==> config.mk <==
export PLATFORM = sky130hd
export DESIGN_NAME = stepper_door_position_controller
export DESIGN_NICKNAME = d
export VERILOG_FILES = /design/src/hw/rtl/sdpc_pkg.sv /design/src/hw/rtl/stepper_door_position_controller.sv /design/src/hw/rtl/sdpc_core.sv
export SDC_FILE = /design/constraint.sdc
export NUM_CORES = 1
export LEC_CHECK = 0
export BUFFER_PORTS_ARGS = -buffer_cell sky130_fd_sc_hd__buf_2
export CORE_ASPECT_RATIO = 1.1
export CORE_MARGIN = 2
export CORE_UTILIZATION = 60
export DETAILED_ROUTE_END_ITERATION = 6
export GPL_TIMING_DRIVEN = 0
export PLACE_DENSITY_LB_ADDON = 0.25
export SLEW_MARGIN = 0
export SYNTH_ARGS = -nofsm -noshare
export SYNTH_HDL_FRONTEND = slang
export SYNTH_HIERARCHICAL = 1
export SYNTH_SLANG_ARGS = --single-unit
==> constraint.sdc <==
create_clock -name aclk -period 11.1 [get_ports aclk]
set_input_delay 1.11 -clock aclk [delete_from_list [all_inputs] [get_ports aclk]]
set_output_delay 1.11 -clock aclk [all_outputs]
set_load 0.01 [all_outputs]
==> src/hw/rtl/sdpc_pkg.sv <==
// sdpc_pkg: shared types, register indexes and the half-step coil table
// for the stepper door position controller; no dependencies
`default_nettype none

package sdpc_pkg;

    localparam int unsigned CFG_IDX_W = 8;
    localparam int unsigned CFG_DATA_W = 16;
    localparam int unsigned TIME_W = 32;
    localparam int unsigned POS_W = 16;
    localparam int unsigned PHASE_W = 3;
    localparam int unsigned COIL_W = 4;
    localparam int unsigned MODE_W = 2;
    localparam int unsigned S_TDATA_W = 40;
    localparam int unsigned M_TDATA_W = 24;

    localparam logic [CFG_IDX_W-1:0] REG_STEP_INTERVAL = CFG_IDX_W'(0);
    localparam logic [CFG_IDX_W-1:0] REG_OPEN_TARGET = CFG_IDX_W'(1);

    localparam logic [CFG_DATA_W-1:0] STEP_INTERVAL_RST = CFG_DATA_W'(2);
    localparam logic [CFG_DATA_W-1:0] OPEN_TARGET_RST = CFG_DATA_W'(4096);

    localparam logic [MODE_W-1:0] DOOR_MODE_IDLE = 2'd0;
    localparam logic [MODE_W-1:0] DOOR_MODE_OPENING = 2'd1;
    localparam logic [MODE_W-1:0] DOOR_MODE_CLOSING = 2'd2;

    typedef enum logic [2:0] {
        MOTION_IDLE    = 3'b001,
        MOTION_OPENING = 3'b010,
        MOTION_CLOSING = 3'b100
    } motion_t;

    typedef struct packed {
        motion_t                mode;
        logic [TIME_W-1:0]      last_time;
        logic [POS_W-1:0]       position;
        logic [PHASE_W-1:0]     phase;
        logic [COIL_W-1:0]      coil;
    } sdpc_state_t;

    function automatic logic [COIL_W-1:0] coil_lookup(input logic [PHASE_W-1:0] phase);
        logic [COIL_W-1:0] pattern;
        case (phase)
            3'd0:    pattern = 4'h1;
            3'd1:    pattern = 4'h3;
            3'd2:    pattern = 4'h2;
            3'd3:    pattern = 4'h6;
            3'd4:    pattern = 4'h4;
            3'd5:    pattern = 4'hC;
            3'd6:    pattern = 4'h8;
            default: pattern = 4'h9;
        endcase
        return pattern;
    endfunction

    function automatic logic [MODE_W-1:0] mode_code(input motion_t mode);
        logic [MODE_W-1:0] code;
        unique case (mode)
            MOTION_OPENING: code = DOOR_MODE_OPENING;
            MOTION_CLOSING: code = DOOR_MODE_CLOSING;
            default:        code = DOOR_MODE_IDLE;
        endcase
        return code;
    endfunction

endpackage

`default_nettype wire

==> src/hw/rtl/stepper_door_position_controller.sv <==
// stepper_door_position_controller: top level with input register, state
// and result register; uses sdpc_pkg and sdpc_core
`default_nettype none

// channel   dir  fields (low bit up)
// s_axis    in   open_pressed, close_pressed, now_ms
// m_axis    out  coil_pattern, door_mode, door_position, stepped
// cfg       in   cfg_index (0 step_interval, 1 open_target_steps), cfg_data
//
// one item per cycle while m_tready does not stall; m_tvalid rises after the s_ accept once
// the item has passed the input register and the state update into the result register
// aresetn is synchronous: clears both stages, the motion state and the config registers
// a stalled m_ side holds the result; the input register still takes one item
// config writes are always ready and apply on the cycle after the transaction

module stepper_door_position_controller
    import sdpc_pkg::*;
(
    input  logic                     aclk,
    input  logic                     aresetn,
    input  logic                     s_tvalid,
    output logic                     s_tready,
    input  logic [S_TDATA_W-1:0]     s_tdata,   // open_pressed, close_pressed, now_ms[31:0], pad
    output logic                     m_tvalid,
    input  logic                     m_tready,
    output logic [M_TDATA_W-1:0]     m_tdata,   // coil_pattern[3:0], door_mode[1:0],
                                                // door_position[15:0], stepped, pad
    input  logic                     cfg_valid,
    output logic                     cfg_ready,
    input  logic [CFG_IDX_W-1:0]     cfg_index,
    input  logic [CFG_DATA_W-1:0]    cfg_data
);

    logic                    in_valid_reg;
    logic                    open_reg;
    logic                    close_reg;
    logic [TIME_W-1:0]       now_reg;
    logic                    out_valid_reg;
    logic [M_TDATA_W-1:0]    out_data_reg;
    logic [CFG_DATA_W-1:0]   interval_reg;
    logic [CFG_DATA_W-1:0]   target_reg;
    sdpc_state_t             state_reg;
    sdpc_state_t             state_next;
    logic                    stepped;
    logic                    advance;
    logic [M_TDATA_W-1:0]    out_data_next;

    assign advance = in_valid_reg && (!out_valid_reg || m_tready);
    assign s_tready = !in_valid_reg || advance;
    assign cfg_ready = 1'b1;

    sdpc_core u_core (
        .cur               (state_reg),
        .open_pressed      (open_reg),
        .close_pressed     (close_reg),
        .now_ms            (now_reg),
        .step_interval     (interval_reg),
        .open_target_steps (target_reg),
        .nxt               (state_next),
        .stepped           (stepped)
    );

    assign out_data_next = {1'b0, stepped, state_next.position,
                            mode_code(state_next.mode), state_next.coil};

    always_ff @(posedge aclk) begin
        if (!aresetn) begin
            interval_reg <= STEP_INTERVAL_RST;
            target_reg <= OPEN_TARGET_RST;
        end else if (cfg_valid && cfg_ready) begin
            unique case (cfg_index)
                REG_STEP_INTERVAL: interval_reg <= cfg_data;
                REG_OPEN_TARGET:   target_reg <= cfg_data;
                default: ;
            endcase
        end
    end

    always_ff @(posedge aclk) begin
        if (!aresetn) begin
            in_valid_reg <= 1'b0;
        end else if (s_tready) begin
            in_valid_reg <= s_tvalid;
        end
    end

    always_ff @(posedge aclk) begin
        if (s_tvalid && s_tready) begin
            open_reg <= s_tdata[0];
            close_reg <= s_tdata[1];
            now_reg <= s_tdata[33:2];
        end
    end

    always_ff @(posedge aclk) begin
        if (!aresetn) begin
            state_reg <= '{mode: MOTION_IDLE, last_time: '0, position: '0,
                           phase: '0, coil: '0};
        end else if (advance) begin
            state_reg <= state_next;
        end
    end

    always_ff @(posedge aclk) begin
        if (!aresetn) begin
            out_valid_reg <= 1'b0;
        end else if (advance) begin
            out_valid_reg <= 1'b1;
        end else if (m_tready) begin
            out_valid_reg <= 1'b0;
        end
    end

    always_ff @(posedge aclk) begin
        if (advance) begin
            out_data_reg <= out_data_next;
        end
    end

    assign m_tvalid = out_valid_reg;
    assign m_tdata = out_data_reg;

endmodule

`default_nettype wire

==> src/hw/rtl/sdpc_core.sv <==
// sdpc_core: next-state logic for one button/time sample: mode select,
// step timer check, phase and position update; uses sdpc_pkg
`default_nettype none

module sdpc_core
    import sdpc_pkg::*;
(
    input  sdpc_state_t              cur,
    input  logic                     open_pressed,
    input  logic                     close_pressed,
    input  logic [TIME_W-1:0]        now_ms,
    input  logic [CFG_DATA_W-1:0]    step_interval,
    input  logic [CFG_DATA_W-1:0]    open_target_steps,
    output sdpc_state_t              nxt,
    output logic                     stepped
);

    motion_t              mode_sel;
    logic [TIME_W-1:0]    elapsed;
    logic [POS_W-1:0]     pos_up;
    logic [POS_W-1:0]     pos_dn;
    logic [PHASE_W-1:0]   phase_new;
    logic                 stop;

    always_comb begin
        mode_sel = cur.mode;
        if (open_pressed && (cur.position < open_target_steps)) begin
            mode_sel = MOTION_OPENING;
        end
        if (close_pressed && (cur.position != '0)) begin
            mode_sel = MOTION_CLOSING;
        end
    end

    assign elapsed = now_ms - cur.last_time;
    assign stepped = (mode_sel != MOTION_IDLE)
                     && (elapsed >= TIME_W'(step_interval));
    assign pos_up = (cur.position == '1) ? cur.position : cur.position + POS_W'(1);
    assign pos_dn = (cur.position == '0) ? cur.position : cur.position - POS_W'(1);

    always_comb begin
        nxt = cur;
        nxt.mode = mode_sel;
        phase_new = cur.phase;
        stop = 1'b0;
        if (stepped) begin
            nxt.last_time = now_ms;
            if (mode_sel == MOTION_OPENING) begin
                phase_new = cur.phase - PHASE_W'(1);
                nxt.position = pos_up;
                stop = (pos_up >= open_target_steps);
            end else begin
                phase_new = cur.phase + PHASE_W'(1);
                nxt.position = pos_dn;
                stop = (pos_dn == '0);
            end
            nxt.phase = phase_new;
            if (stop) begin
                nxt.mode = MOTION_IDLE;
                nxt.coil = '0;
            end else begin
                nxt.coil = coil_lookup(phase_new);
            end
        end
    end

endmodule

`default_nettype wire

==> qor_table.md <==
| Item | This run | Unit |
| --- | --- | --- |
| DP Wirelength | 22050 | um |
| Number of clock buffers inserted by TritonCTS | 17 | - |
| Placer's final routability congestion estimate | 0.9879 | - |
| Antenna violation net count after detailed routing | 0 | - |
| Flip-flop count of the largest register after layout | 58 | - |
| Fraction of layout cells with a size suffix above 1 | 11.48 | % |
| Number of remaining DRC errors | 2 | - |
| Placed Instance Area | 11210 | um^2 |
| Worst min-delay path class | reg -> reg | - |
| Post-CTS Hold Fix Bufs | 0 | - |
| Critical path capture point type | register | - |
| Fin worst setup slack | 4.818 | ns |
| MaxCap Viol Count | 0 | - |
| Layout net count | 1519 | - |
| Number of failing hold endpoints at the final stage | 0 | - |
| Die ar. | 18530 | um^2 |
| Min Tclk post-route | 6.282 | ns |
| CP Launch Point | now_reg[0] | - |
| I/O pins | 96 | - |
| Row Count | 50 | - |
| Synthesized area per cell | 8.330 | um^2 |
| Effective utilization at floorplan | 61.31 | % |
| Design area | 11830 | um^2 |
| Post-layout util | 69.25 | % |
| CTS HTree Levels | 4 | - |
| Final wirelength | 29630 | um |
| Mean number of vias per cell | 6.210 | - |
| Height of the die | 142.6 | um |
| Final setup TNS | 0 | ns |
| Synthesized Nets | 1413 | - |
| Core region area | 17080 | um^2 |
| Slew headroom | 37.63 | % |
| Library cell occupying the most area in the post-synthesis netlist | sky130_fd_sc_hd__dfxtp_1 | - |
| Cell type of the slowest stage on the worst timing path | sky130_fd_sc_hd__a2111oi_0 | - |
| Unique masters post-synth | 78 | - |
| Most instantiated flip-flop cell in the synthesis netlist | sky130_fd_sc_hd__dfxtp_1 | - |
| Origin of the worst min-delay path | target_reg[4] | - |
| Top achievable clock speed | 159.2 | MHz |
| Kind of start point of the critical path | register | - |
| Vias in the first global route | 9557 | - |
| Cell area power density | 336.0 | nW/um^2 |
| Buffer type at the clock tree root | sky130_fd_sc_hd__clkbuf_16 | - |
| Final-report setup violation count | 0 | - |
| Count of antenna diodes in the layout | 0 | - |
| 1st-pass router iterations | 7 | - |
| Cell types with the largest area share after synthesis | sky130_fd_sc_hd__dfxtp_1 18%, sky130_fd_sc_hd__edfxtp_1 16%, sky130_fd_sc_hd__ha_1 10%, sky130_fd_sc_hd__o21ai_0 6.2%, sky130_fd_sc_hd__nand3_1 5.8% | - |
| Total area of sequential cells | 3553 | um^2 |
| Maximum resistive drop on vdd | 0.0001977 | V |
| Worst path max stage delay | 0.60 | ns |
| Failing checks | DRC | - |
| Worst reg2reg path startpoint | now_reg[0] | - |
| Iter 0 DRT Violations | 961 | - |
| Cells along the critical path | inv_1 > ha_1 > inv_1 > fa_1 > a21o_1 > a311o_1 > a31o_2 > a21boi_1 > xnor2_1 > ha_1 > nand4_1 > nor4_1 > a2111oi_0 > nand4_1 > or4_1 > nor4_2 > nand4_2 > nand2_4 > inv_2 > clkbuf_1 > a21oi_1 > nand3_1 > a21boi_1 | - |
| Worst slew pin tran | 0.9337 | ns |
| Post-detailed-route wirelength per cell | 18.40 | um |
| CTS clock-pin slew for the worst setup and hold paths | 0.07 | ns |
| Total number of yosys warnings | 6 | - |
| Commonest cells after routing, fill and taps aside | 130 x sky130_fd_sc_hd__o21ai_0, 122 x sky130_fd_sc_hd__nand3_1, 111 x sky130_fd_sc_hd__nand2_1, 93 x sky130_fd_sc_hd__buf_2, 92 x sky130_fd_sc_hd__dfxtp_1 | - |
| Most frequent standard cell in the layout excluding fill and tap cells | sky130_fd_sc_hd__o21ai_0 | - |
| Aggregate global routing overflow | 0 | - |
| Sink count of the clock tree | 149 | - |
| Initial antenna violation count | 0 | - |
| Proportion of synthesized chip area in sequential cells | 33.93 | % |
| Required arrival time at the worst endpoint | 11.46 | ns |
| Overall global routing resource usage | 32.57 | % |
| Multi-input logic area | 6221 | um^2 |
| Layout area overhead | 12.94 | % |
| Mapped Area | 10470 | um^2 |
| EDFF count, synth | 57 | - |
| Cts repair resizes | 0 | - |
| Total via count in the routed design | 9998 | - |
| Worst-skew pair later-pin latency | 0.43 | ns |
| Setup slack after placement | 5.052 | ns |
| Die X | 130.0 | um |
| TritonCTS clock tree | built | - |
| Maximum number of pins on one net before global-route repair | 35 | - |
| Area fraction of the dominant cell type after synthesis | 17.59 | % |
| Final critical-path share of the clock period | 56.59 | % |
| Post-CTS setup-driven buffer insertion count | 0 | - |
| Final clock skew | 0.01120 | ns |
| Global-route wire length before repair | 47670 | um |
| Critical path arrival | 6.64 | ns |
| Final Max Slew Viols | 0 | - |
| Filler cell count in the final layout | 1414 | - |
| Max FO, Critical Path | 10 | - |
| Unrepaired setup endpoints after global routing | false | - |
| Max Buffers Root-to-Sink | 2 | - |
| FFs w/ async S/R, synth | 0 | % |
| Port Buffer Count | 86 | - |
| Outcome | finished with violations | - |
| Total leakage power | 4.516 | nW |
| #FFs+latches synth | 149 | - |
| Number of cells produced by synthesis | 1257 | - |
| Critical path class | reg -> reg | - |
where the power goes:
part           switching, mW  internal [mW]
clock                  0.244          0.365
sequential            0.0678          0.750
combinational           1.60          0.948
total                   1.91           2.06
cells in the mapped netlist, drive strengths merged (3+ instances only):
library cell  count
a2111oi           7
a211o             3
a211oi            6
a21boi           61
a21o             17
a21oi            64
a22oi             3
a31o              3
a31oi            15
and2              4
and3              9
and4              5
buf              19
clkbuf           63
dfxtp            92
edfxtp           57
ha               85
inv              88
mux2              5
mux2i            34
nand2           112
nand2b           13
nand3           122
nand4            15
nor2             45
nor2b             7
nor3             29
nor3b             7
nor4             13
o211a             3
o211ai            9
o21a              8
o21ai           133
o21bai            5
o22ai             4
o2bb2ai           4
o31ai             7
or2               3
or3               4
or4               6
xnor2            27
xor2             12
layer usage:
| metal | GRT usage [%] | wire length, um |
|---|---|---|
| met5 | 0 | 0 |
| met4 | 15.51 | 1260 |
| met3 | 4.211 | 1870 |
| met2 | 55.61 | 14350 |
| met1 | 40.56 | 12150 |
cells by family after synthesis:
logic type	after synthesis	share of synthesized area, %
compound gates	370	22.30
xor+xnor	39	3.262
fa+ha+maj	87	10.54
buf+inv	170	6.691
flops	149	33.93
mux	39	3.860
other cells	2	0.07172
simple gates	401	19.34
stage by stage:
step           instances  total power [mW]  hold WS (ns)
2_1_floorplan       1257             2.637        0.4347
3_3_place_gp        1577             3.246        0.4441
3_5_place_dp        1578             3.282        0.4476
4_1_cts             1610             3.910        0.4589
5_1_grt             1610             4.262        0.4766
6_report            1610             3.973        0.4585
worst paths after layout:
path                                       to  slack (ns)  depth (start not counted)
worst max-delay path            state_reg[20]        4.82                         23
worst min-delay path            target_reg[4]        0.46                          2
worst max register to register  state_reg[20]        4.82                         23
worst min register to register  target_reg[4]        0.46                          2
cell type report:
cell class / count / area share, %
clock buffers: 20 / 3.777
multi-input cells: 938 / 52.60
well taps: 234 / 2.476
inverters: 88 / 2.793
repair buffers: 87 / 3.766
flip-flops and latches: 149 / 30.05
plain buffers: 82 / 3.132
clock inverters: 12 / 1.407
critical path, delay by kind of cell (launching register included):
family / cells / cell delay (ns)
AO/OA/AOI/OAI: 7 / 2.31
AND/OR/NAND/NOR: 8 / 1.94
adder cells (fa/ha/maj): 3 / 0.85
buffers and inverters: 4 / 0.56
flip-flops: 1 / 0.39
XOR/XNOR: 1 / 0.15
Power figures use the tool's default switching activity.
